$ cat config.mk
export PLATFORM = sky130hd
export DESIGN_NAME = arbs_ram
export DESIGN_NICKNAME = d
export VERILOG_FILES = /design/src/rtl/core/address_range_binary_search_core_defines.svh /design/src/rtl/core/arbs_ram.sv
export SDC_FILE = /design/constraint.sdc
export NUM_CORES = 1
export LEC_CHECK = 0
export BUFFER_PORTS_ARGS = -buffer_cell sky130_fd_sc_hd__buf_2
export CAP_MARGIN = 10
export CORE_MARGIN = 4
export CORE_UTILIZATION = 60
export CTS_BUF_LIST = sky130_fd_sc_hd__clkbuf_16
export DETAILED_ROUTE_END_ITERATION = 8
export PLACE_DENSITY = 0.9
export SETUP_SLACK_MARGIN = 0.5
export SYNTH_ARGS = -nofsm -noshare
export SYNTH_HDL_FRONTEND = slang
export SYNTH_SLANG_ARGS = --single-unit
$ cat constraint.sdc
create_clock -name i_clk -period 2.1 [get_ports i_clk]
set_input_delay 0.42 -clock i_clk [delete_from_list [all_inputs] [get_ports i_clk]]
set_output_delay 0.42 -clock i_clk [all_outputs]
set_load 0.01 [all_outputs]
$ cat src/rtl/core/address_range_binary_search_core_defines.svh
// ----------------------------------------------------------------------------
// Address range binary search - assertion macros
// Shared concurrent assertion wrappers. They expand to nothing in synthesis.
// ----------------------------------------------------------------------------
`ifndef ADDRESS_RANGE_BINARY_SEARCH_CORE_DEFINES_SVH
`define ADDRESS_RANGE_BINARY_SEARCH_CORE_DEFINES_SVH

`ifndef SYNTHESIS

// property holds at every clock edge out of reset
`define ARBS_ASSERT(lbl, prop, msg) \
    lbl: assert property (@(posedge i_clk) disable iff (!i_rst_n) (prop)) else $error(msg);

// antecedent implies consequent in the same cycle
`define ARBS_ASSERT_IMP(lbl, ante, cons, msg) \
    lbl: assert property (@(posedge i_clk) disable iff (!i_rst_n) \
        (ante) |-> (cons)) else $error(msg);

// antecedent implies consequent in the next cycle
`define ARBS_ASSERT_NXT(lbl, ante, cons, msg) \
    lbl: assert property (@(posedge i_clk) disable iff (!i_rst_n) \
        (ante) |=> (cons)) else $error(msg);

`else

`define ARBS_ASSERT(lbl, prop, msg)
`define ARBS_ASSERT_IMP(lbl, ante, cons, msg)
`define ARBS_ASSERT_NXT(lbl, ante, cons, msg)

`endif

`endif

$ cat src/rtl/core/arbs_ram.sv
// ----------------------------------------------------------------------------
// Generic simple dual-port RAM
// One write port, one read port, read data registered.
// ----------------------------------------------------------------------------
module arbs_ram #(
    parameter  int WIDTH = 8,
    parameter  int DEPTH = 16,
    localparam int AW    = (DEPTH > 1) ? $clog2(DEPTH) : 1
) (
    input  logic             i_clk,
    input  logic             i_we,
    input  logic [AW-1:0]    i_waddr,
    input  logic [WIDTH-1:0] i_wdata,
    input  logic [AW-1:0]    i_raddr,
    output logic [WIDTH-1:0] o_rdata
);

    logic [WIDTH-1:0] r_mem [DEPTH];
    logic [WIDTH-1:0] r_rdata;

    always_ff @(posedge i_clk) begin
        if (i_we) begin
            r_mem[i_waddr] <= i_wdata;
        end
        r_rdata <= r_mem[i_raddr];
    end

    assign o_rdata = r_rdata;

endmodule

== Word level (Yosys, flattened, before mapping) ==
Memories as Yosys holds them, arrays and structs flattened. A register that Yosys moved wholly into a read port is not among the register bits.
Cells that the tools add are included.

* Flip-flop bits (word level): 0
* Output and inout port bits: 8
* Input port bits: 18
* Bits in writable memories: 128
* Memories kept: 1

{| class="wikitable"
|+ Memories
! memory !! words !! width !! read ports !! clocked after memory_dff !! wr ports !! RTL line !! source
|-
| r_mem || 16 || 8 || 1 || 1 || 1 || arbs_ram.sv:18 || <nowiki>logic [WIDTH-1:0] r_mem [DEPTH];</nowiki>
|}

* Multiplexer cells: 2

{| class="wikitable"
|+ Operators with widths
! operator !! count
|-
| $mux 1 || 2
|}

== Longest topological paths before layout ==
* Depth after elaboration: 2
* Depth in mapped cells: 5
* Depth with buffers taken out: 3

== Worst setup path after synthesis ==
OpenSTA, ideal clock, no wires.

* Path type: input port to flip-flop
* Start: in i_waddr[2]
* End: mem r_mem[0][0], enable pin
* Data required time: 1.717 ns
* Path slack: 0.187 ns
* Cell stages on the path: 2
* Data arrival time: 1.530 ns
* Cell sequence: or3b_2 nor3_1

{| class="wikitable"
|+ RTL lines
! item !! RTL line !! source
|-
| start, declared || arbs_ram.sv:12 || <nowiki>input logic [AW-1:0] i_waddr,</nowiki>
|-
| end, declared || arbs_ram.sv:18 ||
|}

No word-level cell before the write port.

==> flow_metrics.env <==
export IMPL_status="complete, no violations"
export IMPL_antenna_left=0
export IMPL_htree_levels=4
export IMPL_relSlewSlack_pct=57.36
export IMPL_port_buffer_count=25
export IMPL_min_path_type="primary input to flip-flop"
export IMPL_syn_nets=247
export IMPL_wirelength_mm=10.43
export IMPL_cts_buffers=17
export IMPL_worstSetupEndpointType="flip-flop"
export IMPL_finClkSkew_ps=6.204
export IMPL_ys_warn_count=0
export IMPL_tns_ps=0
export IMPL_cts_root_buf="clkbuf_16"
export IMPL_avgRoutedWirePerCell_um=26.08
export IMPL_synth_edf_count=128
export IMPL_synthCells=229
export IMPL_core_area_um2=8299
export IMPL_clk_insertion_delay_late_ps=410
export IMPL_pin_count=26
export IMPL_die_w_um=100.6
export IMPL_die_h_um=100.6
export IMPL_synth_ff_latch_count=136
export IMPL_start_kind="primary input"
export IMPL_drt_pass1_iter_count=4
export IMPL_cts_setup_buffers=0
export IMPL_period_minus_slack_ps=1490
export IMPL_clk_pin_slew_ps=60
export IMPL_worst_pin_slew_ps=637.2
export IMPL_leakage_nw=2.089
export IMPL_drtIter0Drc=229
export IMPL_crit_arrival_ps=1780
export IMPL_cts_resized=0
export IMPL_grt_max_degree=33
export IMPL_drc=0
export IMPL_syn_area_um2=5147
export IMPL_synth_distinct_cells=19
export IMPL_critPathMaxFanout=32
export IMPL_finalNetCount=300
export IMPL_grt_pass1_vias=2592
export IMPL_yosys_area_top_type="edfxtp_1"
export IMPL_hold_viol_final=0
export IMPL_clock_sinks=136
export IMPL_initial_utilization_pct=62.02
export IMPL_cts_tree="yes"
export IMPL_antenna_found_initial=0
export IMPL_drive_gt1_share_pct=32.20
export IMPL_finalSetupViolCount=0
export IMPL_syn_avg_cell_area_um2=22.48
export IMPL_clockBufferDepth=2
export IMPL_grt_pass1_wl_mm=15.99
export IMPL_grt_overflow=0
export IMPL_rsz0062_at_grt="no"
export IMPL_area_growth_pct=18.28
export IMPL_vdd_drop_max_mv=0.8094
export IMPL_synth_top_area_share_pct=74.67
export IMPL_die_area_um2=10130
export IMPL_cts_hold_buf=0
export IMPL_async_flop_share_pct=0
export IMPL_place_gp_congestion=0.8402
export IMPL_whs_ps=393.9
export IMPL_diodes=0
export IMPL_post_route_period_util_pct=70.93
export IMPL_max_cap_viol_count=0
export IMPL_critPathKind="primary input to flip-flop"
export IMPL_worst_slack_ps=610.5
export IMPL_dpl_worst_slack_ps=188.9
export IMPL_num_rows=33
export IMPL_critPathRequiredTime_ps=2390
export IMPL_hpwl_mm=6.135
export IMPL_grt_usage_pct=22.72
export IMPL_slew_violations=0
export IMPL_vias_per_cell=6.348
export IMPL_synthTopCellsByArea="edfxtp_1, mux4_2, mux4_1"
export IMPL_synth_main_ff_cell="edfxtp_1"
export IMPL_yosysSeqAreaShare_pct=77.78
export IMPL_vias=2539
export IMPL_max_freq_ghz=0.6713
export IMPL_power_density_nw_per_um2=1027
sequential cells by signal (all words and copies together) (netlist names):
name and cells:
r_mem 128, o_rdata 8
area by class of cell:
type | instances | area, um2
flip-flops and latches | 136 | 4004
fillers | 434 | 2211
multi-input cells | 83 | 1072
clock buffers | 17 | 425.4
repair buffers | 44 | 292.8
clock inverters | 15 | 162.7
well taps | 105 | 131.4
placed cells by master, fill, tap and decap left out, drive strengths merged, types with 4 or more instances in the layout:
master    Yosys  final
nor2         13     13
clkbuf        0     17
buf           7     44
clkinv        0      4
edfxtp      128    128
dfxtp         8      8
mux4         32     32
a22oi        16     16
nor3          4      4
nand2         9      9
clkinvlp      0      5
through the flow:
stage	cells	total power, mW	instance area [um2]	util [%]
2_1_floorplan	229	3.267	5162	-
3_3_place_gp	368	3.378	5500	66.27
3_5_place_dp	368	3.397	5500	66.27
4_1_cts	400	6.284	6088	73.36
5_1_grt	400	6.441	6088	73.36
6_report	400	6.255	6088	73.36
worst paths after layout:
| check | from | endpoint | slack, ps | cells past startpoint |
|---|---|---|---|---|
| setup / recovery | i_raddr[0] | o_rdata[0] | 610 | 5 |
| hold / removal | i_wdata[3] | r_mem[0][3] | 390 | 1 |
| setup reg to reg | r_mem[1][0] | o_rdata[0] | 660 | 3 |
| hold reg to reg | r_mem[4][1] | o_rdata[1] | 660 | 3 |
power breakdown:
part           internal [mW]  switching (mW)  total (mW)
sequential              3.04          0.0221        3.06
combinational          0.122           0.166       0.288
clock                   1.85            1.06        2.91
total                   5.00            1.25        6.25
routing by layer:
| metal | vias to the layer above | GRT usage [%] | share of wire, % |
|---|---|---|---|
| met5 | - | 0 | 0 |
| met4 | 0 | 9.430 | 2.2 |
| met3 | 21 | 4.913 | 6.2 |
| met2 | 119 | 36.25 | 51 |
| met1 | 1316 | 30.90 | 40 |
| li1 | 1083 | - | - |
cell families after synthesis:
logic type | synth area share [%]
flip-flops | 77.78
AND/OR/NAND/NOR | 3.184
multiplexers | 15.02
AO/OA/AOI/OAI | 2.334
buffers and inverters | 1.677
synth_stat cells (all sizes together), types with 2 or more instances:
master,count
edfxtp,128
mux4,32
a22oi,16
nor2,13
nand2,9
dfxtp,8
buf,7
nor3,4
clkdlybuf4s25,3
nand2b,2
nand3b,2
worst max-delay path, stage by stage:
cell	delay (ps)
buf_2	100
buf_12	250
mux4_1	620
a22oi_1	300
nand2_1	80
Note: power is estimated with default switching activity, not from simulation.
